### config.mk
export PLATFORM = sky130hd
export DESIGN_NAME = pfc_regs_flat
export DESIGN_NICKNAME = d
export VERILOG_FILES = /design/src/sv/pfc_pkg.sv /design/src/sv/pfc_if.sv /design/src/sv/pfc_regs.sv /design/src/flat_wrapper.sv
export SDC_FILE = /design/constraint.sdc
export NUM_CORES = 1
export LEC_CHECK = 0
export CAP_MARGIN = 20
export CORE_UTILIZATION = 55
export DETAILED_ROUTE_END_ITERATION = 12
export DONT_BUFFER_PORTS = 1
export GPL_TIMING_DRIVEN = 0
export PLACE_DENSITY = 0.7
export SYNTH_ARGS = -nofsm -noshare
export SYNTH_HDL_FRONTEND = slang
export SYNTH_SLANG_ARGS = --single-unit
### constraint.sdc
create_clock -name clk -period 1.32 [get_ports clk]
set_clock_uncertainty 0.15 [all_clocks]
set_input_delay 0.264 -clock clk [delete_from_list [all_inputs] [get_ports clk]]
set_output_delay 0.264 -clock clk [all_outputs]
set_load 0.01 [all_outputs]
### src/sv/pfc_pkg.sv
// ----------------------------------------------------------------------------
// pfc_pkg
// Shared widths, register codes, bundle types and helpers for the PID
// controller with setpoint feedforward and integral anti-windup.
// ----------------------------------------------------------------------------
package pfc_pkg;

    localparam int SAMPLE_W   = 16;
    localparam int GAIN_W     = 24;
    localparam int DATA_W     = 32;
    localparam int LIMIT_W    = 31;
    localparam int CFG_IDX_W  = 3;

    localparam int HIST_DEPTH = 4;
    localparam int PTR_W      = $clog2(HIST_DEPTH);
    localparam int MEAN_TAPS  = 4;
    localparam int TAP_SHIFT  = $clog2(MEAN_TAPS);

    localparam int ERR_W  = SAMPLE_W + 1;
    localparam int SUM4_W = SAMPLE_W + TAP_SHIFT;
    localparam int DIFF_W = SAMPLE_W + TAP_SHIFT + 1;
    localparam int ACC_W  = DATA_W + 1;

    localparam int F_W    = GAIN_W + SAMPLE_W;
    localparam int P_W    = GAIN_W + ERR_W;
    localparam int I_W    = GAIN_W + DATA_W;
    localparam int D_W    = GAIN_W + DIFF_W;
    localparam int PCL_W  = P_W + 1;
    localparam int ICL_W  = I_W + 1;
    localparam int DN_W   = D_W + 1;
    localparam int SUM_W  = I_W + 4;

    localparam logic signed [DATA_W-1:0] DATA_MAX = {1'b0, {(DATA_W-1){1'b1}}};
    localparam logic signed [DATA_W-1:0] DATA_MIN = {1'b1, {(DATA_W-1){1'b0}}};

    typedef enum logic [CFG_IDX_W-1:0] {
        REG_KP_GAIN   = 3'd0,
        REG_KI_GAIN   = 3'd1,
        REG_KD_GAIN   = 3'd2,
        REG_KF_GAIN   = 3'd3,
        REG_OUT_MIN   = 3'd4,
        REG_OUT_MAX   = 3'd5,
        REG_I_LIMIT   = 3'd6,
        REG_ESUM_LIM  = 3'd7
    } cfg_reg_t;

    localparam logic ACT_STEP    = 1'b0;
    localparam logic ACT_RESTART = 1'b1;

    typedef struct packed {
        logic signed [GAIN_W-1:0] kp_gain;
        logic signed [GAIN_W-1:0] ki_gain;
        logic signed [GAIN_W-1:0] kd_gain;
        logic signed [GAIN_W-1:0] kf_gain;
        logic signed [DATA_W-1:0] out_min;
        logic signed [DATA_W-1:0] out_max;
        logic [LIMIT_W-1:0]       i_limit;
        logic [LIMIT_W-1:0]       error_sum_limit;
    } cfg_t;

    typedef struct packed {
        logic signed [ERR_W-1:0]    err;
        logic signed [SAMPLE_W-1:0] tgt;
        logic signed [DATA_W-1:0]   accum;
        logic signed [DIFF_W-1:0]   diff;
    } front_t;

    typedef struct packed {
        logic signed [F_W-1:0] f_prod;
        logic signed [P_W-1:0] p_prod;
        logic signed [I_W-1:0] i_prod;
        logic signed [D_W-1:0] d_prod;
    } prod_t;

    function automatic logic [PTR_W-1:0] ptr_add(
        input logic [PTR_W-1:0] base,
        input logic [PTR_W-1:0] step
    );
        logic [PTR_W:0] s;
        s = {1'b0, base} + {1'b0, step};
        if (s >= (PTR_W+1)'(HIST_DEPTH))
        begin
            s = s - (PTR_W+1)'(HIST_DEPTH);
        end
        return s[PTR_W-1:0];
    endfunction

endpackage

### src/sv/pfc_if.sv


interface pfc_cfg_if;
    logic         valid;
    logic         ready;
    logic [2:0]   index;
    logic [31:0]  data;

    modport source (output valid, output index, output data, input ready);
    modport sink   (input valid, input index, input data, output ready);
endinterface

### src/sv/pfc_regs.sv
// ----------------------------------------------------------------------------
// pfc_regs
// Configuration register file: gains, output limits and integral limits.
// ----------------------------------------------------------------------------
module pfc_regs (
    input  logic          clk,
    input  logic          rst_n,
    pfc_cfg_if.sink       cfg,
    output pfc_pkg::cfg_t regs
);
    import pfc_pkg::*;

    cfg_t cfg_reg;
    cfg_t cfg_next;

    assign cfg.ready = 1'b1;
    assign regs      = cfg_reg;

    always_comb
    begin
        cfg_next = cfg_reg;
        if (cfg.valid && cfg.ready)
        begin
            case (cfg_reg_t'(cfg.index))
                REG_KP_GAIN:  cfg_next.kp_gain         = cfg.data[GAIN_W-1:0];
                REG_KI_GAIN:  cfg_next.ki_gain         = cfg.data[GAIN_W-1:0];
                REG_KD_GAIN:  cfg_next.kd_gain         = cfg.data[GAIN_W-1:0];
                REG_KF_GAIN:  cfg_next.kf_gain         = cfg.data[GAIN_W-1:0];
                REG_OUT_MIN:  cfg_next.out_min         = cfg.data[DATA_W-1:0];
                REG_OUT_MAX:  cfg_next.out_max         = cfg.data[DATA_W-1:0];
                REG_I_LIMIT:  cfg_next.i_limit         = cfg.data[LIMIT_W-1:0];
                REG_ESUM_LIM: cfg_next.error_sum_limit = cfg.data[LIMIT_W-1:0];
                default:      cfg_next = cfg_reg;
            endcase
        end
    end

    always_ff @(posedge clk or negedge rst_n)
    begin
        if (!rst_n)
        begin
            cfg_reg <= '0;
        end
        else
        begin
            cfg_reg <= cfg_next;
        end
    end

endmodule

### src/flat_wrapper.sv
// flat-port wrapper written by rule: the top's interface ports become plain ports
module pfc_regs_flat import pfc_pkg::*;
  (clk, rst_n, regs, cfg_valid, cfg_index, cfg_data, cfg_ready);
  pfc_cfg_if cfg_i ();
  input  logic clk;
  input  logic rst_n;
  output pfc_pkg::cfg_t regs;
  input wire logic [$bits(cfg_i.valid)-1:0] cfg_valid;
  input wire logic [$bits(cfg_i.index)-1:0] cfg_index;
  input wire logic [$bits(cfg_i.data)-1:0] cfg_data;
  output wire logic [$bits(cfg_i.ready)-1:0] cfg_ready;
  assign cfg_i.valid = cfg_valid;
  assign cfg_i.index = cfg_index;
  assign cfg_i.data = cfg_data;
  assign cfg_ready = cfg_i.ready;
  pfc_regs u_core (.clk(clk), .rst_n(rst_n), .cfg(cfg_i), .regs(regs));
endmodule
# After elaboration in Yosys (flattened, before gate mapping)
# Cells that the tools add are included.
[word_totals] elab_cells=24 register_bits=222 input_bits=38
[classes] reduce_logical=9 n_eq_ne=7
[ops] operator="AND reduction 2 bit" count=8
[ops] operator="equality test 3 bit, second input constant" count=4
[ops] operator="equality test 3 x 2 -> 1 bit, second input constant" count=2
[ops] operator="equality test 3 x 1 -> 1 bit, second input constant" count=1
[ops] operator="logical NOT 3 bit" count=1

# Depth between registers and ports, before layout
# Gate-level depths: netlist of run 1.
[logic_depth] depth_word=2 ltp_mapped=5 mapped_depth_nobuf=2

# Worst setup path before layout of run 1
# Ideal clock, no wire load.
[synth_path] path_type="in2reg" from="input port cfg_index[1]" to="register u_core.cfg_reg, in the netlist u_core.regs[211]" slack_ns=-0.314 setup_ns=0.125 stages=4 arrival_ns=1.360 cell_sequence="buf_4 nor4b_4 buf_6 mux2_2"
[synth_via] elab_chain_cells=2
[synth_lines] element="start, declared" line_no="flat_wrapper.sv:9" text="input wire logic [$bits(cfg_i.index)-1:0] cfg_index;"
[synth_lines] element="logical NOT 3 bit" line_no="pfc_regs.sv:24" text="case (cfg_reg_t'(cfg.index))"
[synth_lines] element="AND reduction 2 bit (no line)"
[synth_lines] element="end signal, assigned" line_no="pfc_regs.sv:46" text="cfg_reg <= cfg_next;"
[synth_lines] element="end, declared" line_no="pfc_regs.sv:13" text="cfg_t cfg_reg;"
# Every way passes these cells.
# A chain may end at the register's enable or synchronous reset.

# Final worst setup path of run 1
[layout_path] from="register u_core.cfg_reg, in the netlist u_core.regs[124]" to="output port regs[124] (netlist name)"
[layout_lines] element="end, declared" line_no="flat_wrapper.sv:7" text="output pfc_pkg::cfg_t regs;"
# No word-level cell between the ends.

==> flow_summary.ini, run 1 <==
[worst_hold_path]
hold_class = in2async

[place]
pre_cts_ws_ns = -0.5179
dp.cells = 665
finalWeightedCongestion = 0.7641
dpl.hpwl_microns = 12150
io_buffer_count = 0

[drt]
post-route-drc-count = 18
dr.pass1.iters = 8
wl_microns = 18940
first_iter_violations = 192
wl_met2_microns = 9003
vias = 4266
ant_nets = 0
maxUsedRoutingLayer = met4
avgRoutedWirePerCell_microns = 25.53
routedLengthMet1_microns = 7832
met3_wirelength_microns = 1728
vias_per_cell = 5.749

[synthesis]
synth_cells = 481
syn_area_sq_mm = 0.008358
synth-seq-cells = 222
yosysUniqueCellTypes = 13
yosysWarnings = 0
synthTopCellsByCount = dfrtp_1 (222), mux2_2 (218), buf_2 (14), buf_6 (9)
synth_top_area_cell = dfrtp_1
synthArstFlopShare_pct = 100.0
synthTopCellsByArea = dfrtp_1 (66%), mux2_2 (29%), buf_6 (1.2%), buf_2 (0.84%), mux2_1 (0.54%)
synth_nets = 519
synth_edf_count = 0
synth_most_common_cell = dfrtp_1
synth_top_area_share_pct = 66.47
yosysSeqAreaShare_pct = 66.47
yosys_most_used_dff = dfrtp_1
avgSynthCellArea_sq_um = 17.38

[die]
initial_core_util_pct = 56.86
fp-row-count = 44
die_width_microns = 125.3
io_pins = 261
core_sq_mm = 0.01470
die_h_microns = 125.3
dieArea_sq_mm = 0.01569

[layout]
fin_cells = 742
nNetsFinal = 579
filler_cell_count = 947
drive_gt1_share_pct = 54.12
diodes = 0
area_growth_pct = 21.54
postLayoutCoreUtil_pct = 69.11
largest_register_ffs = 222

[critical_path]
worst_setup_path_start_kind = flop
crit_type = reg2out
cp-end-kind = primary output
crit_arrival_ns = 0.96
rrSetupSlack_ns = 0.31
cp_max_fo = 2
required_ns = 0.91

[clock_network]
cts-htree-levels = 1
clk_latency_ns = 0.51
cts_hold_buf = 32
tritoncts = yes
clockRootBuffer = clkbuf_16
path_clk_slew_ns = 0.07
cts_made_buffers = 23
cts_sinks = 222
clockBufferDepth = 3

[timing]
hold_viol = 222
rsz0062_at_grt = true
layout_setup_ws_ns = -0.05174
holdWs_ns = -0.6891
max_freq_mhz = 729.0
maxSlewViolCount = 0
final_min_period_over_clock_period_pct = 103.9
setup_viol = 183
post-route-min-period_ns = 1.372

[run_status]
violations = DRC, hold timing, setup timing
status = complete, but fails checks

[power_and_ir_drop]
leakage_nw = 4.570
p_per_area_mw_per_mm2 = 1858
ir_drop_uv = 1267
report.power.total_w = 0.01888

[grt]
grt.total_usage_pct = 24.42
grt_max_degree = 223
grt_overflow_total = 0
grt_pass1_wl_microns = 29140
antenna_found_initial = 0
grt_pass1_vias = 4652

[flow_run]
drv_cap = 0
==> layout make-up <==
class                   instances  area [sq um]  area share (%)
repair buffers                 35         342.8           3.375
well taps                     184         230.2           2.266
multi-input cells             231          2934           28.88
flip-flops and latches        222          5568           54.81
plain buffers                  28         320.3           3.153
clock buffers                  30         631.9           6.220
clock inverters                12         131.4           1.293
==> cells by family (layout without fill, tap and decap cells) <==
kind of cell / count (synthesis) / count (layout) / synth area share (%)
mux: 222 / 222 / 29.91
flops: 222 / 222 / 66.47
buf+inv: 28 / 105 / 2.470
simple gates: 8 / 8 / 1.108
other cells: 1 / 1 / 0.04487
==> metrics by stage <==
stage | setup TNS (ns) | hold slack [ns] | instance area (sq um)
3_3_place_gp | -62.45 | -0.1775 | 9040
6_report | -4.028 | -0.6891 | 10160
5_1_grt | -10.06 | -0.7112 | 10160
3_5_place_dp | -70.19 | -0.1776 | 9040
4_1_cts | -7.992 | -0.7145 | 10130
2_1_floorplan | -31.24 | -0.1816 | 8810
==> cell usage in the layout (no fill, tap or decap), types with 3 or more instances in the layout <==
master	n
buf_4	9
buf_6	10
buf_8	10
mux2_4	90
mux2_2	131
dfrtp_2	10
clkbuf_1	4
clkinvlp_4	4
dfrtp_1	212
clkbuf_8	3
nor4bb_1	3
clkinv_2	3
dlygate4sd3_1	32
clkbuf_16	23
==> repair_timing <==
item                                    CTS  global route
setup buffers                             0             3
endpoints found under the setup margin  222           236
gates resized for setup                   2             8
endpoints found under the hold margin   444           222
==> power by group <==
part,internal (W),switching (W)
sequential,0.00833,0.00196
clock,0.00380,0.00263
combinational,0.00156,0.000598
total,0.0137,0.00519
==> metal layers <==
layer	vias to the layer above	global-route usage, %
li1	1828	-
met1	2228	32.14
met2	182	38.48
met3	28	8.515
met4	0	7.317
met5	-	0
==> worst paths after layout <==
kind                                  start  depth (start not counted)               end
max in group asynchronous             rst_n                          0  u_core.regs[175]
setup / recovery           u_core.regs[124]                          0         regs[124]
setup reg to reg           u_core.regs[203]                          1  u_core.regs[203]
hold / removal                        rst_n                          0  u_core.regs[125]
hold reg to reg             u_core.regs[73]                          1   u_core.regs[73]
min in group clk               cfg_index[2]                          3   u_core.regs[30]
Note: power is estimated with default switching activity, not from simulation.
==> inputs of run 2 (changes only) <==
--- a/config.mk
+++ b/config.mk
@@ -7,6 +7,7 @@
 export LEC_CHECK = 0
 export CAP_MARGIN = 20
 export CORE_UTILIZATION = 55
+export CTS_BUF_LIST = sky130_fd_sc_hd__clkbuf_4
 export DETAILED_ROUTE_END_ITERATION = 12
 export DONT_BUFFER_PORTS = 1
 export GPL_TIMING_DRIVEN = 0
==> run 2 against run 1 <==
Effect of this change:
- critical path type unchanged
- critical path depth is the same
- first-iteration DRC count down 3.6%
- largest cell class unchanged
- critical endpoint is now regs[93]
- non-clock buffer count did not move
- sequential share of layout area rose by 0.70 points
- wire length grew 1.1%
- global-route usage increased by 0.75 points
- register-to-register slack barely moved
- sequential cell count unchanged
- total power decreased by 6.4%
- core utilization down 0.90 points
- sequential power hardly changed
- the flow still finishes with violations (DRC, hold timing, setup timing)
==> flow_summary.ini, run 2 (same netlist as run 1, synthesis figures left out) <==
[run_status]
status = complete, but fails checks
violations = DRC, hold timing, setup timing

[clock_network]
cts-htree-levels = 2
cts_sinks = 222
cts_made_buffers = 54
tritoncts = yes
clk_latency_ns = 0.63
clockRootBuffer = clkbuf_4
clockBufferDepth = 3
path_clk_slew_ns = 0.07
cts_setup_buffers = 0
cts_hold_buf = 35

[place]
pre_cts_ws_ns = -0.5179
finalWeightedCongestion = 0.7641
io_buffer_count = 0
dpl.hpwl_microns = 12150
dp.cells = 665

[power_and_ir_drop]
p_per_area_mw_per_mm2 = 1762
ir_drop_uv = 856.9
leakage_nw = 4.578

[die]
die_h_microns = 125.3
io_pins = 261
core_sq_mm = 0.01470
dieArea_sq_mm = 0.01569
initial_core_util_pct = 56.86
die_width_microns = 125.3
fp-row-count = 44

[critical_path]
crit_start = u_core.regs[93]
endpoint = regs[93]
rrSetupSlack_ns = 0.32
reg2reg_depth = 1
cp_max_fo = 2
crit_arrival_ns = 1.08
worstReg2RegEnd = u_core.regs[203]
required_ns = 0.91
cp-end-kind = primary output
cp.depth = 0
crit_type = reg2out
r2r_start = u_core.regs[203]
worst_setup_path_start_kind = flop

[timing]
final_min_period_over_clock_period_pct = 113.3
setup_viol = 222
maxSlewViolCount = 0
tns_ns = -31.72
hold_viol = 226
holdWs_ns = -0.8334
max_slew_margin_pct = 61.14
rsz0062_at_grt = true
worstMarginPinSlew_ns = 0.5804
max_freq_mhz = 668.8
layout_setup_ws_ns = -0.1753
post-route-min-period_ns = 1.495

[flow_run]
drv_cap = 0

[layout]
drive_gt1_share_pct = 56.48
largest_register_ffs = 222
area_growth_pct = 19.96
final_cell_mix = dfrtp_1 (214), mux2_2 (131), mux2_4 (90)
fin_cells = 787
nNetsFinal = 610
postLayoutCoreUtil_pct = 68.21
final_common_cell = dfrtp_1

[drt]
post-route-drc-count = 18
first_iter_violations = 185
avgRoutedWirePerCell_microns = 24.34
wl_microns = 19160
vias = 4492
vias_per_cell = 5.708
ant_nets = 0
dr.pass1.iters = 11

[worst_hold_path]
hold_class = in2async

[grt]
grt.total_usage_pct = 25.17
grt_pass1_wl_microns = 29770
grt_overflow_total = 0
grt_pass1_vias = 4873
grt_max_degree = 223
antenna_found_initial = 1
## run 2: repair_timing
action	CTS	global route
endpoints found under the setup margin	222	222
hold endpoints to repair	444	229
resized for setup	2	6
pin swaps	0	0
## run 2: worst min path at each step
stage / endpoint / from / slack, ns / depth (start not counted)
floorplan: u_core.regs[0] / rst_n / -0.18 / 0
finish: u_core.regs[49] / rst_n / -0.83 / 0
global placement: u_core.regs[191] / rst_n / -0.18 / 0
CTS: u_core.regs[49] / rst_n / -0.89 / 0
detailed placement: u_core.regs[80] / rst_n / -0.18 / 0
global route: u_core.regs[49] / rst_n / -0.88 / 0
## run 2: layout make-up
cell class,count,area [sq um]
diodes,1,2.502
plain buffers,28,320.3
clock buffers,80,600.6
clock inverters,6,22.52
fillers,982,4673
multi-input cells,231,2934
flip-flops and latches,222,5565
well taps,184,230.2
repair buffers,35,350.3
## run 2: where the power goes
group / internal, W / switching [W]
logic: 0.00156 / 0.000591
clock network: 0.00272 / 0.00252
registers: 0.00832 / 0.00195
total: 0.0126 / 0.00506
## run 2: layer usage
| layer | vias to the layer above | share of wire, % | track usage (%) |
|---|---|---|---|
| met3 | 38 | 9.7 | 10.23 |
| met2 | 214 | 47 | 38.35 |
| met4 | 0 | 2.5 | 10.62 |
| met1 | 2320 | 41 | 32.03 |
| li1 | 1920 | - | - |
| met5 | - | 0 | 0 |
## run 2: per-stage QoR
stage	instance area, sq um	power, W	hold slack [ns]
2_1_floorplan	8810	0.01168	-0.1816
3_3_place_gp	9040	0.01223	-0.1775
3_5_place_dp	9040	0.01238	-0.1776
4_1_cts	10020	0.01786	-0.8893
5_1_grt	10030	0.01851	-0.8829
6_report	10030	0.01767	-0.8334
