--- src/sv/pfc_pkg.sv ---
// ----------------------------------------------------------------------------
// pfc_pkg
// Shared widths, register codes, bundle types and helpers for the PID
// controller with setpoint feedforward and integral anti-windup.
// ----------------------------------------------------------------------------
package pfc_pkg;

    localparam int SAMPLE_W   = 16;
    localparam int GAIN_W     = 24;
    localparam int DATA_W     = 32;
    localparam int LIMIT_W    = 31;
    localparam int CFG_IDX_W  = 3;

    localparam int HIST_DEPTH = 4;
    localparam int PTR_W      = $clog2(HIST_DEPTH);
    localparam int MEAN_TAPS  = 4;
    localparam int TAP_SHIFT  = $clog2(MEAN_TAPS);

    localparam int ERR_W  = SAMPLE_W + 1;
    localparam int SUM4_W = SAMPLE_W + TAP_SHIFT;
    localparam int DIFF_W = SAMPLE_W + TAP_SHIFT + 1;
    localparam int ACC_W  = DATA_W + 1;

    localparam int F_W    = GAIN_W + SAMPLE_W;
    localparam int P_W    = GAIN_W + ERR_W;
    localparam int I_W    = GAIN_W + DATA_W;
    localparam int D_W    = GAIN_W + DIFF_W;
    localparam int PCL_W  = P_W + 1;
    localparam int ICL_W  = I_W + 1;
    localparam int DN_W   = D_W + 1;
    localparam int SUM_W  = I_W + 4;

    localparam logic signed [DATA_W-1:0] DATA_MAX = {1'b0, {(DATA_W-1){1'b1}}};
    localparam logic signed [DATA_W-1:0] DATA_MIN = {1'b1, {(DATA_W-1){1'b0}}};

    typedef enum logic [CFG_IDX_W-1:0] {
        REG_KP_GAIN   = 3'd0,
        REG_KI_GAIN   = 3'd1,
        REG_KD_GAIN   = 3'd2,
        REG_KF_GAIN   = 3'd3,
        REG_OUT_MIN   = 3'd4,
        REG_OUT_MAX   = 3'd5,
        REG_I_LIMIT   = 3'd6,
        REG_ESUM_LIM  = 3'd7
    } cfg_reg_t;

    localparam logic ACT_STEP    = 1'b0;
    localparam logic ACT_RESTART = 1'b1;

    typedef struct packed {
        logic signed [GAIN_W-1:0] kp_gain;
        logic signed [GAIN_W-1:0] ki_gain;
        logic signed [GAIN_W-1:0] kd_gain;
        logic signed [GAIN_W-1:0] kf_gain;
        logic signed [DATA_W-1:0] out_min;
        logic signed [DATA_W-1:0] out_max;
        logic [LIMIT_W-1:0]       i_limit;
        logic [LIMIT_W-1:0]       error_sum_limit;
    } cfg_t;

    typedef struct packed {
        logic signed [ERR_W-1:0]    err;
        logic signed [SAMPLE_W-1:0] tgt;
        logic signed [DATA_W-1:0]   accum;
        logic signed [DIFF_W-1:0]   diff;
    } front_t;

    typedef struct packed {
        logic signed [F_W-1:0] f_prod;
        logic signed [P_W-1:0] p_prod;
        logic signed [I_W-1:0] i_prod;
        logic signed [D_W-1:0] d_prod;
    } prod_t;

    function automatic logic [PTR_W-1:0] ptr_add(
        input logic [PTR_W-1:0] base,
        input logic [PTR_W-1:0] step
    );
        logic [PTR_W:0] s;
        s = {1'b0, base} + {1'b0, step};
        if (s >= (PTR_W+1)'(HIST_DEPTH))
        begin
            s = s - (PTR_W+1)'(HIST_DEPTH);
        end
        return s[PTR_W-1:0];
    endfunction

endpackage

--- src/sv/pfc_if.sv ---


interface pfc_result_if;
    logic                valid;
    logic                ready;
    logic signed [31:0]  drive;

    modport source (output valid, output drive, input ready);
    modport sink   (input valid, input drive, output ready);
endinterface


--- src/sv/pfc_combine.sv ---
// ----------------------------------------------------------------------------
// pfc_combine
// Clamps the P term, the I term when i_limit is nonzero, forms the D term,
// sums, applies the output limits unless min equals max, holds the result beat.
// ----------------------------------------------------------------------------
module pfc_combine (
    input  logic           clk,
    input  logic           rst_n,
    input  pfc_pkg::cfg_t  cfg,
    input  logic           prod_valid,
    input  pfc_pkg::prod_t prod,
    output logic           prod_ready,
    pfc_result_if.source   result
);
    import pfc_pkg::*;

    logic                     result_valid_reg;
    logic                     result_valid_next;
    logic signed [DATA_W-1:0] drive_reg;
    logic                     load;

    logic signed [PCL_W-1:0]  p_ext;
    logic signed [PCL_W-1:0]  p_hi;
    logic signed [PCL_W-1:0]  p_cl;
    logic signed [ICL_W-1:0]  i_ext;
    logic signed [ICL_W-1:0]  i_hi;
    logic signed [ICL_W-1:0]  i_cl;
    logic signed [DN_W-1:0]   d_neg;
    logic signed [DN_W-1:0]   d_term;
    logic signed [SUM_W-1:0]  total;
    logic signed [SUM_W-1:0]  lim;
    logic signed [DATA_W-1:0] drive_next;

    assign prod_ready   = !result_valid_reg || result.ready;
    assign load         = prod_valid && prod_ready;
    assign result.valid = result_valid_reg;
    assign result.drive = drive_reg;

    always_comb
    begin
        p_ext = PCL_W'($signed(prod.p_prod));
        p_hi  = PCL_W'(cfg.out_max);
        if (p_ext > p_hi)
        begin
            p_cl = p_hi;
        end
        else if (p_ext < -p_hi)
        begin
            p_cl = -p_hi;
        end
        else
        begin
            p_cl = p_ext;
        end

        i_ext = ICL_W'($signed(prod.i_prod));
        i_hi  = ICL_W'(cfg.i_limit);
        i_cl  = i_ext;
        if (cfg.i_limit != '0)
        begin
            if (i_ext > i_hi)
            begin
                i_cl = i_hi;
            end
            else if (i_ext < -i_hi)
            begin
                i_cl = -i_hi;
            end
        end

        // floor of the negated product over the tap count
        d_neg  = -DN_W'($signed(prod.d_prod));
        d_term = d_neg >>> TAP_SHIFT;

        total = SUM_W'($signed(prod.f_prod)) + SUM_W'(p_cl) + SUM_W'(i_cl)
              + SUM_W'(d_term);

        lim = total;
        if (cfg.out_min != cfg.out_max)
        begin
            if (total > SUM_W'(cfg.out_max))
            begin
                lim = SUM_W'(cfg.out_max);
            end
            else if (total < SUM_W'(cfg.out_min))
            begin
                lim = SUM_W'(cfg.out_min);
            end
        end

        if (lim > SUM_W'(DATA_MAX))
        begin
            drive_next = DATA_MAX;
        end
        else if (lim < SUM_W'(DATA_MIN))
        begin
            drive_next = DATA_MIN;
        end
        else
        begin
            drive_next = lim[DATA_W-1:0];
        end

        result_valid_next = load || (result_valid_reg && !result.ready);
    end

    always_ff @(posedge clk or negedge rst_n)
    begin
        if (!rst_n)
        begin
            result_valid_reg <= 1'b0;
        end
        else
        begin
            result_valid_reg <= result_valid_next;
        end
    end

    always_ff @(posedge clk)
    begin
        if (load)
        begin
            drive_reg <= drive_next;
        end
    end

    a_out_in_limits: assert property (@(posedge clk) disable iff (!rst_n)
        result_valid_reg && (cfg.out_min < cfg.out_max)
        |-> (drive_reg <= cfg.out_max) && (drive_reg >= cfg.out_min))
        else $error("drive outside output limits");

endmodule

--- src/flat_wrapper.sv ---
// flat-port wrapper written by rule: the top's interface ports become plain ports
module pfc_combine_flat import pfc_pkg::*;
  (clk, rst_n, cfg, prod_valid, prod, prod_ready, result_valid, result_drive, result_ready);
  pfc_result_if result_i ();
  input  logic clk;
  input  logic rst_n;
  input  pfc_pkg::cfg_t cfg;
  input  logic prod_valid;
  input  pfc_pkg::prod_t prod;
  output logic prod_ready;
  output wire logic [$bits(result_i.valid)-1:0] result_valid;
  output wire logic [$bits(result_i.drive)-1:0] result_drive;
  input wire logic [$bits(result_i.ready)-1:0] result_ready;
  assign result_valid = result_i.valid;
  assign result_drive = result_i.drive;
  assign result_i.ready = result_ready;
  pfc_combine u_core (.clk(clk), .rst_n(rst_n), .cfg(cfg), .prod_valid(prod_valid), .prod(prod), .prod_ready(prod_ready), .result(result_i));
endmodule
--- config.mk ---
export PLATFORM = sky130hd
export DESIGN_NAME = pfc_combine_flat
export DESIGN_NICKNAME = d
export VERILOG_FILES = /design/src/sv/pfc_pkg.sv /design/src/sv/pfc_if.sv /design/src/sv/pfc_combine.sv /design/src/flat_wrapper.sv
export SDC_FILE = /design/constraint.sdc
export NUM_CORES = 1
export LEC_CHECK = 0
export ABC_AREA = 1
export BUFFER_PORTS_ARGS = -buffer_cell sky130_fd_sc_hd__buf_2
export CORE_ASPECT_RATIO = 0.5
export CORE_UTILIZATION = 55
export DETAILED_ROUTE_END_ITERATION = 8
export PLACE_DENSITY = 0.79
export SYNTH_ARGS = -nofsm -noshare
export SYNTH_HDL_FRONTEND = slang
export SYNTH_SLANG_ARGS = --single-unit
--- constraint.sdc ---
create_clock -name clk -period 6.41 [get_ports clk]
set_clock_uncertainty 0.15 [all_clocks]
set_input_delay 0 -clock clk [delete_from_list [all_inputs] [get_ports clk]]
set_output_delay 0 -clock clk [all_outputs]
set_load 0.02 [all_outputs]
==> results of run 1 <==
## cell families after synthesis
logic type | Yosys count | synth area share (%)
AOI/OAI and AO/OA | 763 | 18.31
and+or+nand+nor | 1822 | 33.14
buffers and inverters | 744 | 12.23
DFF | 33 | 4.179
adders and majority gates | 463 | 26.43
xor gates and xnor gates | 154 | 5.716
## timing repair
item,CTS
hold buffers,4
setup buffers,66
cloned,14
endpoints found under the hold margin,2
pin swaps,75
endpoints found under the setup margin,32
resized for setup,236
## cells in the mapped netlist (all sizes together) (4+ instances only)
cell / number
nand2: 971
o211ai: 39
o21bai: 12
a211oi: 39
o2111ai: 6
nand3: 195
o21ai: 209
inv: 668
fa: 59
nand3b: 8
xnor2: 36
and3: 4
ha: 404
o221ai: 11
a21boi: 5
a21o: 24
nor2: 447
nor4: 31
o31ai: 4
or2: 17
xor2: 118
nand4: 91
nor3b: 4
edfxtp: 32
buf: 29
nor3: 47
clkbuf: 44
a31oi: 45
a21oi: 343
o21a: 16
## stage by stage
step | cells | setup TNS [ns] | instance area (um2) | hold WS, ns
detailed placement | 5828 | -180.01 | 33680 | -0.3736
global placement | 5828 | -165.47 | 33680 | -0.3749
CTS | 5920 | -145.74 | 35640 | 0.2004
floorplan | 3979 | -115.18 | 23820 | -0.4456
## metal layers
layer / global-route usage [%] / GRT overflow
met5: 37.03 / 1
met4: 66.46 / 28
met3: 60.48 / 4
met2: 91.53 / 24
met1: 78.49 / 8
==> metrics.md, run 1 <==
| Metric | Value |
|---|---|
| Post-synth EDFFs | `32` |
| Initial Utilization | `~56%` |
| Vert. Die Dim | `approximately 150 um` |
| Htree depth | `2` |
| Clock Tree Buf Depth | `2` |
| Synth warn | `0` |
| Top cell type's share of synthesized area | `between 20% and 30%` |
| Predominant post-synthesis flop cell | `edfxtp_1` |
| #FFs+latches synth | `33` |
| Die Span X | `between 200 and 300 um` |
| FFs w/ async S/R, synth | `3.030%` |
| Place WS | `-5.666 ns` |
| Area of the mapped netlist | `around 24000 um2` |
| Largest area contributor in the netlist | `ha_1` |
| Clock root cell | `clkbuf_16` |
| Seq/Total Area, Yosys | `4.179%` |
| Failing step | `5_1_grt` |
| Row cnt | `between 50 and 60` |
| CTS Buf Count | `5` |
| Largest net degree at the start of global routing | `37` |
| Gate Count Post-Synth | `3979` |
| Port Buffer Count | `between 300 and 400` |
| CTS sink cnt | `33` |
| Boundary pin count | `440` |
| Run Error | `[ERROR GRT-0232] Routing congestion too high. Check the congestion heatmap in the GUI.` |
| Grt ovf | `65` |
| Avg Cell Area, Syn | `roughly 5.9 um2` |
| Gpl congestion | `between 1 and 1.5` |
| GR Util All Layers | `between 70 and 80%` |
| Syn nets | `approximately 4.8k` |
| Detailed-placement wirelength estimate | `between 90 and 100 mm` |
| Status | `aborted with a tool error` |
| Area contributors post-synth | `ha_1 21%, nand2_1 15%, inv_1 10%` |
| Netlist cell types | `65` |
==> run 2, diff against run 1 <==
--- a/config.mk
+++ b/config.mk
@@ -7,10 +7,9 @@
 export LEC_CHECK = 0
 export ABC_AREA = 1
 export BUFFER_PORTS_ARGS = -buffer_cell sky130_fd_sc_hd__buf_2
-export CORE_ASPECT_RATIO = 0.5
-export CORE_UTILIZATION = 55
+export CORE_UTILIZATION = 40
 export DETAILED_ROUTE_END_ITERATION = 8
-export PLACE_DENSITY = 0.79
+export PLACE_DENSITY_LB_ADDON = 0.15
 export SYNTH_ARGS = -nofsm -noshare
 export SYNTH_HDL_FRONTEND = slang
 export SYNTH_SLANG_ARGS = --single-unit
==> run 2 against run 1 <==
Net effect:
- the flow now finishes, with violations (setup timing)
- synthesized cell count unchanged
- synthesized area unchanged
==> metrics.md, run 2 <==
| Metric | Value |
|---|---|
| Status | `complete, but fails checks` |
| Failing checks | `setup timing` |
| Grt ovf | `0` |
| Avg WL per Cell | `16.04 um` |
| Vias post-DR | `about 31k` |
| Netlist cell types | `65 (unchanged)` |
| FFs w/ async S/R, synth | `3.030% (unchanged)` |
| Final hold vios | `0` |
| First-pass GRT wire length | `between 100 and 150 mm` |
| Setup crit start kind | `input port` |
| Setup Crit Path Kind | `in -> reg` |
| Worst Path Required | `between 6 and 7 ns` |
| Port Buffer Count | `312 (unchanged)` |
| Max transition margin | `a little over a tenth` |
| Area grow syn2layout | `58.74%` |
| Layout cells sized above 1 | `between 30 and 40%` |
| Vias in the first global route | `29.21k` |
| Largest net degree at the start of global routing | `around 60` |
| Most frequent cells in the layout | `1150 x buf_4, 871 x nand2_1, 613 x inv_1, 372 x ha_1, 355 x nor2_1` |
| Clk pin slew, worst setup/hold paths | `~0.050 ns` |
| Number of filler instances in the final layout | `between 5k and 6k` |
| Clock root cell | `clkbuf_16` |
| Min Tclk post-route | `11.31 ns` |
| Predominant post-synthesis flop cell | `edfxtp_1` |
| Row cnt | `88 (+66%)` |
| Seq/Total Area, Yosys | `4.179% (unchanged)` |
| Met1 Use GR | `approximately 42%` |
| Slowest stage cell, crit path | `fa_1` |
| Boundary pin count | `440 (unchanged)` |
| GR Util All Layers | `between 30 and 40%` |
| Worst EP arrival | `11.31 ns` |
| Met2 Track Usage GR | `~53%` |
| Final Slew Violations | `0` |
| RSZ-0062 raised after global routing | `true` |
| Initial Utilization | `40.66% (-15 points)` |
| Top cell type's share of synthesized area | `21.42% (unchanged)` |
| GRT met3 Usage | `1.487%` |
| Area of the mapped netlist | `23600 um2 (unchanged)` |
| Flip-flop count of the largest register after layout | `32` |
| Most common cell in the netlist | `nand2_1` |
| Most common cell after layout, fill and taps aside | `buf_4` |
| #FFs+latches synth | `33 (unchanged)` |
| Number of setup violations in the final report | `32` |
| Area contributors post-synth | `ha_1 21%, nand2_1 15%, inv_1 10%` |
| Die Span X | `244.9 um (-17%)` |
| Syn nets | `4848 (unchanged)` |
| First DRT Iteration DRCs | `2053` |
| CTS Buf Count | `5 (unchanged)` |
| Layout Nets | `~6.3k` |
| Vert. Die Dim | `244.9 um (+65%)` |
| Final wirelength | `~99 mm` |
| Most used cell, CP | `nand2_1` |
| Actual slew at the worst max-slew pin | `between 1 and 1.5 ns` |
| Final period utilization | `176.4%` |
| Clock Tree Buf Depth | `2 (unchanged)` |
| Gate Count Post-Synth | `3979 (unchanged)` |
| Fin worst setup slack | `-4.898 ns` |
| Worst hold path class | `in -> reg` |
| Drt pass-1 iters | `6` |
| Critical Path Sink Type | `flip-flop` |
| Max-cap violations | `0` |
| # DRC | `0` |
| Antenna-violating nets left | `0` |
| CTS sink cnt | `33 (unchanged)` |
| Initial antenna violation count | `6` |
| Gpl congestion | `1.027 (-9.1%)` |
| Avg Cell Area, Syn | `5.930 um2 (unchanged)` |
| Clk_lat worst skew | `0.28 ns` |
| Busiest grt layer | `met2` |
| CTS tree | `built` |
| Avg Vias per Cell | `5.078` |
| CP Max Fanout | `8` |
| Max incr delay on CP | `approximately 0.50 ns` |
| Synth cell count leaders | `953 x nand2_1, 641 x inv_1, 432 x nor2_1, 404 x ha_1, 343 x a21oi_1` |
| Area of the core | `roughly 58000 um2` |
| Htree depth | `2 (unchanged)` |
| Final setup TNS | `-155.67 ns` |
| Detailed-placement wirelength estimate | `85.59 mm (-5.4%)` |
| Post-synth EDFFs | `32 (unchanged)` |
| Die area | `around 60000 um2` |
| Synth warn | `0 (unchanged)` |
| F_max | `about 88 MHz` |
| Largest area contributor in the netlist | `ha_1` |
run 2: layout make-up:
| cell class | instances | area (um2) | area share [%] |
|---|---|---|---|
| tap | 765 | 957.2 | 2.555 |
| sequential | 33 | 985.9 | 2.632 |
| clock buffer | 5 | 125.1 | 0.3340 |
| antenna | 2 | 5.005 | 0.01336 |
| inverter | 671 | 2559 | 6.831 |
| timing repair buffer | 1510 | 11000 | 29.38 |
| clock inverter | 2 | 35.03 | 0.09353 |
| multi-input combinational | 3207 | 21790 | 58.16 |
run 2: through the flow:
step | instances | utilization, % | setup slack (ns) | instance area (um2) | hold WS, ns
final | 6195 | 64.55 | -4.898 | 37460 | 0.1472
after global routing | 6195 | 64.55 | -5.584 | 37460 | 0.1658
after CTS | 6134 | 60.63 | -4.847 | 35180 | 0.1153
after detailed placement | 6114 | 59.70 | -5.713 | 34640 | -0.3725
after global placement | 6114 | 59.70 | -5.601 | 34640 | -0.3742
after floorplan | 3979 | - | -3.637 | 23820 | -0.4456
run 2: routing by layer:
| layer | vias up | share of wire (%) |
|---|---|---|
| met5 | - | 0.050 |
| met4 | 8 | 3.7 |
| met3 | 185 | 5.6 |
| met2 | 981 | 46 |
| met1 | 14181 | 44 |
| li1 | 16105 | - |
run 2: final timing paths:
path / endpoint / cells after the start / from / slack (ns)
max: u_core.result.drive[9] / 80 / cfg[32] / -4.90
min: u_core.result.drive[15] / 5 / cfg[77] / 0.15
max reg2reg: u_core.result.drive[4] / 1 / u_core.result.valid / 4.63
min reg2reg: u_core.result.drive[22] / 1 / u_core.result.valid / 0.76
max in group asynchronous: u_core.result.valid / 3 / rst_n / 5.62
min in group asynchronous: u_core.result.valid / 3 / rst_n / 0.40
run 2: cell families (layout without fill, tap and decap cells):
logic type | Yosys count | in the layout | share of synthesized area [%]
and+or+nand+nor | 1822 | 1827 | 33.14
AOI/OAI and AO/OA | 763 | 763 | 18.31
buffers and inverters | 744 | 2188 | 12.23
adders and majority gates | 463 | 463 | 26.43
xor gates and xnor gates | 154 | 154 | 5.716
DFF | 33 | 33 | 4.179
other | 0 | 2 | 0
run 2: worst max-delay path, delay by kind of cell:
kind	cells	cell delay, ns
AND/OR/NAND/NOR	49	6.01
AO/OA/AOI/OAI	12	1.92
adder cells (fa/ha/maj)	6	1.74
buffers and inverters	12	1.48
XOR/XNOR	1	0.10
run 2: what timing repair did:
| action | 4_1_cts | 5_1_grt |
|---|---|---|
| setup endpoints to repair | 32 | 32 |
| hold endpoints to repair | 2 | 0 |
| gates resized for setup | 63 | 422 |
| buffers inserted | 5 | 48 |
| hold buffers | 4 | 0 |
| cloned | 4 | 11 |
| pin swaps | 25 | 130 |
Power of run 2 is left out: the tool's default activity adds up to more than one toggle a clock period on the data nets, which glitch-free logic cannot reach.
