File: src/sv/pfc_pkg.sv
// ----------------------------------------------------------------------------
// pfc_pkg
// Shared widths, register codes, bundle types and helpers for the PID
// controller with setpoint feedforward and integral anti-windup.
// ----------------------------------------------------------------------------
package pfc_pkg;

    localparam int SAMPLE_W   = 16;
    localparam int GAIN_W     = 24;
    localparam int DATA_W     = 32;
    localparam int LIMIT_W    = 31;
    localparam int CFG_IDX_W  = 3;

    localparam int HIST_DEPTH = 4;
    localparam int PTR_W      = $clog2(HIST_DEPTH);
    localparam int MEAN_TAPS  = 4;
    localparam int TAP_SHIFT  = $clog2(MEAN_TAPS);

    localparam int ERR_W  = SAMPLE_W + 1;
    localparam int SUM4_W = SAMPLE_W + TAP_SHIFT;
    localparam int DIFF_W = SAMPLE_W + TAP_SHIFT + 1;
    localparam int ACC_W  = DATA_W + 1;

    localparam int F_W    = GAIN_W + SAMPLE_W;
    localparam int P_W    = GAIN_W + ERR_W;
    localparam int I_W    = GAIN_W + DATA_W;
    localparam int D_W    = GAIN_W + DIFF_W;
    localparam int PCL_W  = P_W + 1;
    localparam int ICL_W  = I_W + 1;
    localparam int DN_W   = D_W + 1;
    localparam int SUM_W  = I_W + 4;

    localparam logic signed [DATA_W-1:0] DATA_MAX = {1'b0, {(DATA_W-1){1'b1}}};
    localparam logic signed [DATA_W-1:0] DATA_MIN = {1'b1, {(DATA_W-1){1'b0}}};

    typedef enum logic [CFG_IDX_W-1:0] {
        REG_KP_GAIN   = 3'd0,
        REG_KI_GAIN   = 3'd1,
        REG_KD_GAIN   = 3'd2,
        REG_KF_GAIN   = 3'd3,
        REG_OUT_MIN   = 3'd4,
        REG_OUT_MAX   = 3'd5,
        REG_I_LIMIT   = 3'd6,
        REG_ESUM_LIM  = 3'd7
    } cfg_reg_t;

    localparam logic ACT_STEP    = 1'b0;
    localparam logic ACT_RESTART = 1'b1;

    typedef struct packed {
        logic signed [GAIN_W-1:0] kp_gain;
        logic signed [GAIN_W-1:0] ki_gain;
        logic signed [GAIN_W-1:0] kd_gain;
        logic signed [GAIN_W-1:0] kf_gain;
        logic signed [DATA_W-1:0] out_min;
        logic signed [DATA_W-1:0] out_max;
        logic [LIMIT_W-1:0]       i_limit;
        logic [LIMIT_W-1:0]       error_sum_limit;
    } cfg_t;

    typedef struct packed {
        logic signed [ERR_W-1:0]    err;
        logic signed [SAMPLE_W-1:0] tgt;
        logic signed [DATA_W-1:0]   accum;
        logic signed [DIFF_W-1:0]   diff;
    } front_t;

    typedef struct packed {
        logic signed [F_W-1:0] f_prod;
        logic signed [P_W-1:0] p_prod;
        logic signed [I_W-1:0] i_prod;
        logic signed [D_W-1:0] d_prod;
    } prod_t;

    function automatic logic [PTR_W-1:0] ptr_add(
        input logic [PTR_W-1:0] base,
        input logic [PTR_W-1:0] step
    );
        logic [PTR_W:0] s;
        s = {1'b0, base} + {1'b0, step};
        if (s >= (PTR_W+1)'(HIST_DEPTH))
        begin
            s = s - (PTR_W+1)'(HIST_DEPTH);
        end
        return s[PTR_W-1:0];
    endfunction

endpackage

File: src/sv/pfc_if.sv
// ----------------------------------------------------------------------------
// pfc_if
// Valid/ready channels of the controller: sample beats, result beats and
// configuration register writes.
// ----------------------------------------------------------------------------
interface pfc_sample_if;
    logic                valid;
    logic                ready;
    logic                action;
    logic signed [15:0]  measured;
    logic signed [15:0]  target;

    modport source (output valid, output action, output measured, output target,
                    input ready);
    modport sink   (input valid, input action, input measured, input target,
                    output ready);
endinterface


File: src/sv/pfc_front.sv
// ----------------------------------------------------------------------------
// pfc_front
// Accepts sample beats, keeps the history ring and the error sum, and
// registers error, setpoint, old error sum and history difference.
// ----------------------------------------------------------------------------
module pfc_front (
    input  logic            clk,
    input  logic            rst_n,
    input  pfc_pkg::cfg_t   cfg,
    pfc_sample_if.sink      sample,
    output logic            front_valid,
    output pfc_pkg::front_t front,
    input  logic            front_ready
);
    import pfc_pkg::*;

    logic signed [SAMPLE_W-1:0] hist_reg [HIST_DEPTH];
    logic signed [SAMPLE_W-1:0] hist_next [HIST_DEPTH];
    logic [PTR_W-1:0]           ptr_reg;
    logic [PTR_W-1:0]           ptr_next;
    logic signed [DATA_W-1:0]   accum_reg;
    logic signed [DATA_W-1:0]   accum_next;
    logic                       first_reg;
    logic                       first_next;
    logic                       front_valid_reg;
    logic                       front_valid_next;
    front_t                     front_reg;

    logic                       accept;
    logic                       step;
    logic signed [ERR_W-1:0]    err;
    logic signed [SUM4_W-1:0]   sum4;
    logic signed [DIFF_W-1:0]   diff;
    logic signed [DATA_W-1:0]   acc_base;
    logic signed [ACC_W-1:0]    acc_sum;
    logic signed [ACC_W-1:0]    acc_hi;
    logic signed [ACC_W-1:0]    acc_lo;
    logic signed [ACC_W-1:0]    acc_cl;
    logic [PTR_W-1:0]           wr_ptr;

    assign sample.ready = !front_valid_reg || front_ready;
    assign accept       = sample.valid && sample.ready;
    assign step         = accept && (sample.action == ACT_STEP);
    assign front_valid  = front_valid_reg;
    assign front        = front_reg;

    always_comb
    begin
        err  = ERR_W'(sample.target) - ERR_W'(sample.measured);
        sum4 = '0;
        for (int a = 0; a < MEAN_TAPS; a++)
        begin
            if (first_reg)
            begin
                sum4 = sum4 + SUM4_W'(sample.measured);
            end
            else
            begin
                sum4 = sum4 + SUM4_W'(hist_reg[ptr_add(ptr_reg, PTR_W'(a))]);
            end
        end
        diff = (DIFF_W'(sample.measured) <<< TAP_SHIFT) - DIFF_W'(sum4);

        acc_base = first_reg ? '0 : accum_reg;
        acc_sum  = ACC_W'(acc_base) + ACC_W'(err);
        if (cfg.i_limit != '0)
        begin
            acc_hi = ACC_W'(cfg.error_sum_limit);
            acc_lo = -ACC_W'(cfg.error_sum_limit);
        end
        else
        begin
            acc_hi = ACC_W'(DATA_MAX);
            acc_lo = ACC_W'(DATA_MIN);
        end
        if (acc_sum > acc_hi)
        begin
            acc_cl = acc_hi;
        end
        else if (acc_sum < acc_lo)
        begin
            acc_cl = acc_lo;
        end
        else
        begin
            acc_cl = acc_sum;
        end

        wr_ptr = first_reg ? '0 : ptr_reg;
    end

    always_comb
    begin
        hist_next        = hist_reg;
        ptr_next         = ptr_reg;
        accum_next       = accum_reg;
        first_next       = first_reg;
        front_valid_next = front_valid_reg && !front_ready;
        if (accept && (sample.action == ACT_RESTART))
        begin
            first_next = 1'b1;
            accum_next = '0;
        end
        else if (step)
        begin
            for (int a = 0; a < HIST_DEPTH; a++)
            begin
                if (first_reg || (PTR_W'(a) == wr_ptr))
                begin
                    hist_next[a] = sample.measured;
                end
            end
            ptr_next         = ptr_add(wr_ptr, PTR_W'(1));
            accum_next       = acc_cl[DATA_W-1:0];
            first_next       = 1'b0;
            front_valid_next = 1'b1;
        end
    end

    always_ff @(posedge clk or negedge rst_n)
    begin
        if (!rst_n)
        begin
            for (int a = 0; a < HIST_DEPTH; a++)
            begin
                hist_reg[a] <= '0;
            end
            ptr_reg         <= '0;
            accum_reg       <= '0;
            first_reg       <= 1'b1;
            front_valid_reg <= 1'b0;
        end
        else
        begin
            hist_reg        <= hist_next;
            ptr_reg         <= ptr_next;
            accum_reg       <= accum_next;
            first_reg       <= first_next;
            front_valid_reg <= front_valid_next;
        end
    end

    always_ff @(posedge clk)
    begin
        if (step)
        begin
            front_reg.err   <= err;
            front_reg.tgt   <= sample.target;
            front_reg.accum <= acc_base;
            front_reg.diff  <= diff;
        end
    end

    a_restart_clears: assert property (@(posedge clk) disable iff (!rst_n)
        accept && (sample.action == ACT_RESTART) |=> first_reg && (accum_reg == '0))
        else $error("restart did not clear the error sum");

    a_step_loads: assert property (@(posedge clk) disable iff (!rst_n)
        step |=> !first_reg && front_valid_reg)
        else $error("compute beat did not load the front stage");

    a_ptr_advance: assert property (@(posedge clk) disable iff (!rst_n)
        step && !first_reg |=> ptr_reg == ptr_add($past(ptr_reg), PTR_W'(1)))
        else $error("history pointer did not advance");

endmodule

File: src/flat_wrapper.sv
// flat-port wrapper written by rule: the top's interface ports become plain ports
module pfc_front_flat import pfc_pkg::*;
  (clk, rst_n, cfg, front_valid, front, front_ready, sample_valid, sample_action, sample_measured, sample_target, sample_ready);
  pfc_sample_if sample_i ();
  input  logic clk;
  input  logic rst_n;
  input  pfc_pkg::cfg_t cfg;
  output logic front_valid;
  output pfc_pkg::front_t front;
  input  logic front_ready;
  input wire logic [$bits(sample_i.valid)-1:0] sample_valid;
  input wire logic [$bits(sample_i.action)-1:0] sample_action;
  input wire logic [$bits(sample_i.measured)-1:0] sample_measured;
  input wire logic [$bits(sample_i.target)-1:0] sample_target;
  output wire logic [$bits(sample_i.ready)-1:0] sample_ready;
  assign sample_i.valid = sample_valid;
  assign sample_i.action = sample_action;
  assign sample_i.measured = sample_measured;
  assign sample_i.target = sample_target;
  assign sample_ready = sample_i.ready;
  pfc_front u_core (.clk(clk), .rst_n(rst_n), .cfg(cfg), .sample(sample_i), .front_valid(front_valid), .front(front), .front_ready(front_ready));
endmodule
File: config.mk
export PLATFORM = sky130hd
export DESIGN_NAME = pfc_front_flat
export DESIGN_NICKNAME = d
export VERILOG_FILES = /design/src/sv/pfc_pkg.sv /design/src/sv/pfc_if.sv /design/src/sv/pfc_front.sv /design/src/flat_wrapper.sv
export SDC_FILE = /design/constraint.sdc
export NUM_CORES = 1
export LEC_CHECK = 0
export ABC_AREA = 1
export BUFFER_PORTS_ARGS = -buffer_cell sky130_fd_sc_hd__buf_2
export CAP_MARGIN = 5
export CORE_UTILIZATION = 52
export CTS_CLUSTER_SIZE = 25
export DETAILED_ROUTE_END_ITERATION = 8
export HOLD_SLACK_MARGIN = 0.02
export PLACE_DENSITY = 0.79
export REMOVE_ABC_BUFFERS = 1
export SYNTH_ARGS = -nofsm -noshare
export SYNTH_HDL_FRONTEND = slang
export SYNTH_SLANG_ARGS = --single-unit
File: constraint.sdc
create_clock -name clk -period 6 [get_ports clk]
set_clock_uncertainty 0.1 [all_clocks]
set_input_delay 0.6 -clock clk [delete_from_list [all_inputs] [get_ports clk]]
set_output_delay 0.6 -clock clk [all_outputs]
set_load 0.01 [all_outputs]
== Word-level counts from Yosys, hierarchy flattened ==
Cells that the tools add are included.
Operators by class
  add/subtract/negate cells: 19
  $lt $le $gt $ge: 11
  equal/unequal tests: 3
  mux-type cells: 37
  bitwise gates (word level): 6
  reduce and logical (&&, ||, !) cells: 19
Operators by type and width (count)
  $mux W32: 5
  $bmux W16 S2: 4
  $mux W16: 8
  $add A18 B16 Y18: 6
  $mux W18: 4
  $add A32 B17 Y33: 1
  $gt A33 B32 Y1: 1
  $lt A33 B33 Y1: 1
  $mux W33: 1
  $neg A31 Y33: 1
  $mux W31: 1
  $reduce_bool A31 Y1: 1
  $ge A3 B3 Y1 const B: 8
  $mux W2: 10
  $sub A18 B18 Y19: 1
  $sub A16 B16 Y17: 1
  $not A2 Y3: 4
  $reduce_and A3 Y1: 4
  $sub A2 B1 Y2 const B: 5
  $add A2 B1 Y3 const B: 2
  $add A2 B2 Y3 const B: 2
  $logic_or A1 B1 Y1: 5
  $eq A2 B2 Y1 const A: 2
  $logic_and A1 B1 Y1: 4
  other kinds (8): 13
Storage, ports and cells
  flip-flop bits (word level): 184
  input bits: 259
  output and inout port bits: 86
  word-level logic and storage cells: 107

== Logic depth before layout (Yosys ltp) ==
  depth after elaboration: 15
  mapped depth: 43
  mapped depth without buffers: 42

== Least setup slack after synthesis ==
No wires, ideal clock.
  path kind: register to register
  from: reg u_core.first_reg
  to: reg u_core.front_reg (netlist bit u_core.front[17]) (data pin)
  setup time: 0.265 ns
  data arrival time: 6.033 ns
  data required time: 5.635 ns
  path slack: -0.398 ns
  cell stages (with the launch flop): 37
  path buffers: 3
  clock period less this slack: 6.398 ns
  cells stage by stage: dfstp_2 > buf_2 > inv_2 > nand2_1 > clkbuf_1 > inv_1 > clkbuf_1 > nand2_1 > nand3_1 > ha_1 > fa_1 > xor2_1 > ha_1 > a21o_1 > a31oi_1 > o21ai_0 > nand2_1 > nand2_1 > xor2_1 > ha_1 > nand2_1 > a21oi_1 > a211oi_1 > o21ai_0 > a21boi_0 > o21ai_0 > nand3_1 > nand2_1 > xor2_1 > ha_1 > nand2_1 > nor4_1 > nand2_1 > nand2_1 > a21oi_1 > o21ai_0 > xor2_1
On the way
  longest elaborated chain between the ends: 8
  elaborated cells on any way between the ends: 11
  those cells by class: add/sub (7); mux (4)
Ends and longest elaborated chain
  start, declared: RTL line pfc_front.sv:23  | logic first_reg;
  start signal, assigned: RTL line pfc_front.sv:138  | first_reg <= first_next;
  $mux W18: RTL line pfc_front.sv:53  | if (first_reg)
  $add A18 B16 Y18, on equally long branches: RTL line pfc_front.sv:59, pfc_front.sv:55
  $mux W18: RTL line pfc_front.sv:53
  $add A18 B16 Y18, on equally long branches: RTL line pfc_front.sv:59, pfc_front.sv:55
  $mux W18: RTL line pfc_front.sv:53
  $add A18 B16 Y18, on equally long branches: RTL line pfc_front.sv:59, pfc_front.sv:55
  $mux W18 *: RTL line pfc_front.sv:53
  $sub A18 B18 Y19 *: RTL line pfc_front.sv:62  | diff = (DIFF_W'(sample.measured) <<< TAP_SHIFT) - DIFF_W'(sum4);
  named net u_core.diff[17]: RTL line pfc_front.sv:33  | logic signed [DIFF_W-1:0] diff;
  end, declared: RTL line pfc_front.sv:27  | front_t front_reg;
The timed path passes the listed nets; every way through them passes the cells marked *.
A chain may end at the register's enable or synchronous reset.

== Worst setup path in the final report ==
  from: reg u_core.ptr_reg[0]
  to: reg u_core.front_reg (netlist bit u_core.front[17]) (data pin)
On the way
  longest elaborated chain between the ends: 15
  elaborated cells on any way between the ends: 46
  those cells by class: add/sub (14); order compare (4); mux (24); bitwise (4)
Ends and longest elaborated chain
  start, declared: RTL line pfc_front.sv:19  | logic [PTR_W-1:0] ptr_reg;
  start signal, assigned: RTL line pfc_front.sv:136  | ptr_reg <= ptr_next;
  $add A2 B1 Y3 (tied with other cells): RTL line pfc_pkg.sv:80  | s = {1'b0, base} + {1'b0, step};
  $ge A3 B3 Y1 (tied with other cells): RTL line pfc_pkg.sv:81  | if (s >= (PTR_W+1)'(HIST_DEPTH))
  $mux W2, on equally long branches: RTL line pfc_pkg.sv:81, pfc_front.sv:53
  $mux W2 or $not A2 Y3 (tied branches): RTL line pfc_front.sv:53, pfc_front.sv:59
  $not A2 Y3 (not written as such) or $bmux W16 S2 (tied branches): RTL line pfc_front.sv:59  | sum4 = sum4 + SUM4_W'(hist_reg[ptr_add(ptr_reg, PTR_W'(a))]);
  $bmux W16 S2 or $mux W16 (tied branches): RTL line pfc_front.sv:59
  $mux W16 (not written as such): RTL line pfc_front.sv:59
  $mux W16 (not written as such) or $mux W18 (tied branches): RTL line pfc_front.sv:59, pfc_front.sv:53
  $add A18 B16 Y18, on equally long branches: RTL line pfc_front.sv:59, pfc_front.sv:55
  $mux W18: RTL line pfc_front.sv:53
  $add A18 B16 Y18, on equally long branches: RTL line pfc_front.sv:59, pfc_front.sv:55
  $mux W18: RTL line pfc_front.sv:53
  $add A18 B16 Y18, on equally long branches: RTL line pfc_front.sv:59, pfc_front.sv:55
  $mux W18 *: RTL line pfc_front.sv:53
  $sub A18 B18 Y19 *: RTL line pfc_front.sv:62
  named net u_core.diff[17]: RTL line pfc_front.sv:33
The timed path passes the listed nets; every way through them passes the cells marked *. The select of a mux whose other input is x is not followed.

==> metrics.csv <==
metric;value;unit
outcome;finished with violations;
cts_max_path_buffers;2;
final_layout_size_suffix_gt1_share;25.90;%
die_x;187.0;um
yosysWarningCount;0;
hold_buffers;0;
synth.distinct_cells;49;
cts_buffers;17;
final_nets;3587;
end_kind;register;
start_kind;register;
fin_crit;6.685;ns
avgSynthCellArea;6.750;um^2
final_common_cell;nand2_1;
cts_sinks;184;
cp.arrival;6.80;ns
slew_viol_final;0;
worstRegToRegCells;32;
dieHeight;187.0;um
vias_per_cell;5.802;
grt_pass1_wl;96560;um
crit_path_max_incr_delay;0.54;ns
syn-instance-count;2636;
fp.coreArea;33620;um^2
hold_path_class;in -> async;
final_cell_mix;nand2_1, buf_4, inv_1;
gp_congestion;0.9659;
cts_tree;done;
synth.cell_area;17790;um^2
ys_top_cells_by_area;nand2_1, edfxtp_1, dfrtp_1;
worst_skew_pair.late_latency;0.48;ns
maxCapViolations;0;
wl;65290;um
rsz0062_at_grt;true;
ioPinCount;345;
insertedDiodeCount;0;
required;6.11;ns
drtIter0Drc;2017;
grt_overflow_total;0;
crit_path_top_delay_cell;dfrtp_2;
grt_pass1_vias;19800;
slew_headroom;22.46;%
fp-row-count;67;
cts-root-buf;clkbuf_16;
cts.clk_slew.worst_paths;0.07;ns
synth_top_area_share;16.14;%
setup_viol;10;
synth_top_area_cell;nand2_1;
grt.total_usage;34.62;%
grt_max_degree;71;
h-tree-depth;4;
start_util;52.93;%
finalCritPeriodShare;111.4;%
area_growth;33.24;%
r2r_slack;-0.69;ns
io_buffers;184;
yosysSeqAreaShare;28.25;%
synth_seq_cells;184;
dr.pass1.iters;6;
violations;negative setup slack;
final_core_util;70.53;%
r2r_start;u_core.ptr_reg[0]$_DFFE_PN0P_;
dieArea;34960;um^2
tightest_slew;1.162;ns
num_vias;20880;
cp_max_fo;6;
antenna_found_initial;0;
fin_setup_tns;-3.535;ns
drtAntennaViolNets;0;
hold_viol_final;0;
timing.final.ws_setup;-0.6855;ns
drcViolationCount;0;
worst_r2r_endpoint;u_core.front[17]$_DFFE_PP_;
place_ws;-0.3652;ns
hpwlAfterDp;46780;um
largest_register_ffs;84;
critPathKind;reg -> reg;
max_freq;149.6;MHz
wl_per_cell;18.14;um
==> worst max path at each step <==
stage                     cells past startpoint                           from  slack [ns]                              end
after floorplan                               6                    front_ready       -3.98   u_core.hist_reg[0]$_DFFE_PN0P_
after global placement                       35             sample_measured[2]       -0.23  u_core.accum_reg[8]$_DFFE_PN0P_
final                                        32  u_core.ptr_reg[0]$_DFFE_PN0P_       -0.69       u_core.front[17]$_DFFE_PP_
after CTS                                    39  u_core.ptr_reg[0]$_DFFE_PN0P_       0.004       u_core.front[17]$_DFFE_PP_
after detailed placement                     36  u_core.ptr_reg[0]$_DFFE_PN0P_       -0.37       u_core.front[18]$_DFFE_PP_
after global routing                         36  u_core.ptr_reg[0]$_DFFE_PN0P_       -0.80       u_core.front[17]$_DFFE_PP_
==> Yosys cell counts, drive strengths merged <==
cell and number:
a21o 9, dfrtp 99, fa 5, a21oi 140, nor3 22, a221oi 2, or3 1, nand3b 6
nand4 32, clkbuf 40, o22ai 1, nor2 226, xor2 70, o211ai 10, o311ai 1, or2 6
nor4 2, buf 36, o2111ai 2, edfxtp 84, a31oi 14, mux2i 8, inv 330, ha 185
o21a 3, o221ai 8, o31ai 4, nand2 772, dfstp 1, a211oi 3, o21ai 220, nand3 252
xnor2 22, a21boi 9, o21bai 11
==> timing repair <==
action                     4_1_cts  5_1_grt
resized for setup              116      192
buffers inserted                29       13
setup endpoints to repair        8       42
gates cloned                     4        4
pin swaps                       45       75
==> routing by layer <==
layer / GRT usage [%] / up-vias / part of all wire (%)
met4: 20.93 / 0 / 7.3
met2: 61.85 / 1130 / 49
met5: 0 / - / 0
met1: 39.07 / 9636 / 36
li1: - / 9722 / -
met3: 4.897 / 392 / 7.4
==> layout make-up <==
cell class	instances	area [um^2]
Fill cell	2661	9908
Inverter	330	1242
Clock inverter	8	63.81
Sequential cell	184	5027
Timing Repair Buffer	558	4013
Clock buffer	24	491.7
Multi-Input combinational cell	2046	12300
Tap cell	448	560.5
Timing Repair inverter	1	5.005
==> per-stage QoR <==
| step | cells | hold WS [ns] | instance area (um^2) |
|---|---|---|---|
| after detailed placement | 3521 | 0.3667 | 21450 |
| after global routing | 3599 | 0.1649 | 23710 |
| final | 3599 | 0.08962 | 23710 |
| after floorplan | 2560 | 0.2044 | 17430 |
| after global placement | 3521 | 0.3642 | 21450 |
| after CTS | 3585 | 0.1277 | 22720 |
==> logic make-up after synthesis <==
family,synth area share [%]
buffers and inverters,9.015
XOR/XNOR,4.571
AO/OA/AOI/OAI,13.40
AND/OR/NAND/NOR,30.74
multiplexers,0.4501
flip-flops,28.25
adder cells (fa/ha/maj),13.57
==> worst max-delay path: cells and delay by family (launching register included) <==
family	cells	cell delay, ns
fa+ha+maj	5	1.54
compound gates	11	2.11
flops	1	0.54
xor+xnor	4	0.69
simple gates	7	0.59
buf+inv	5	0.85
Power is not shown: default switching activity piles up to over one toggle a cycle in this logic, so the estimate is an artifact.
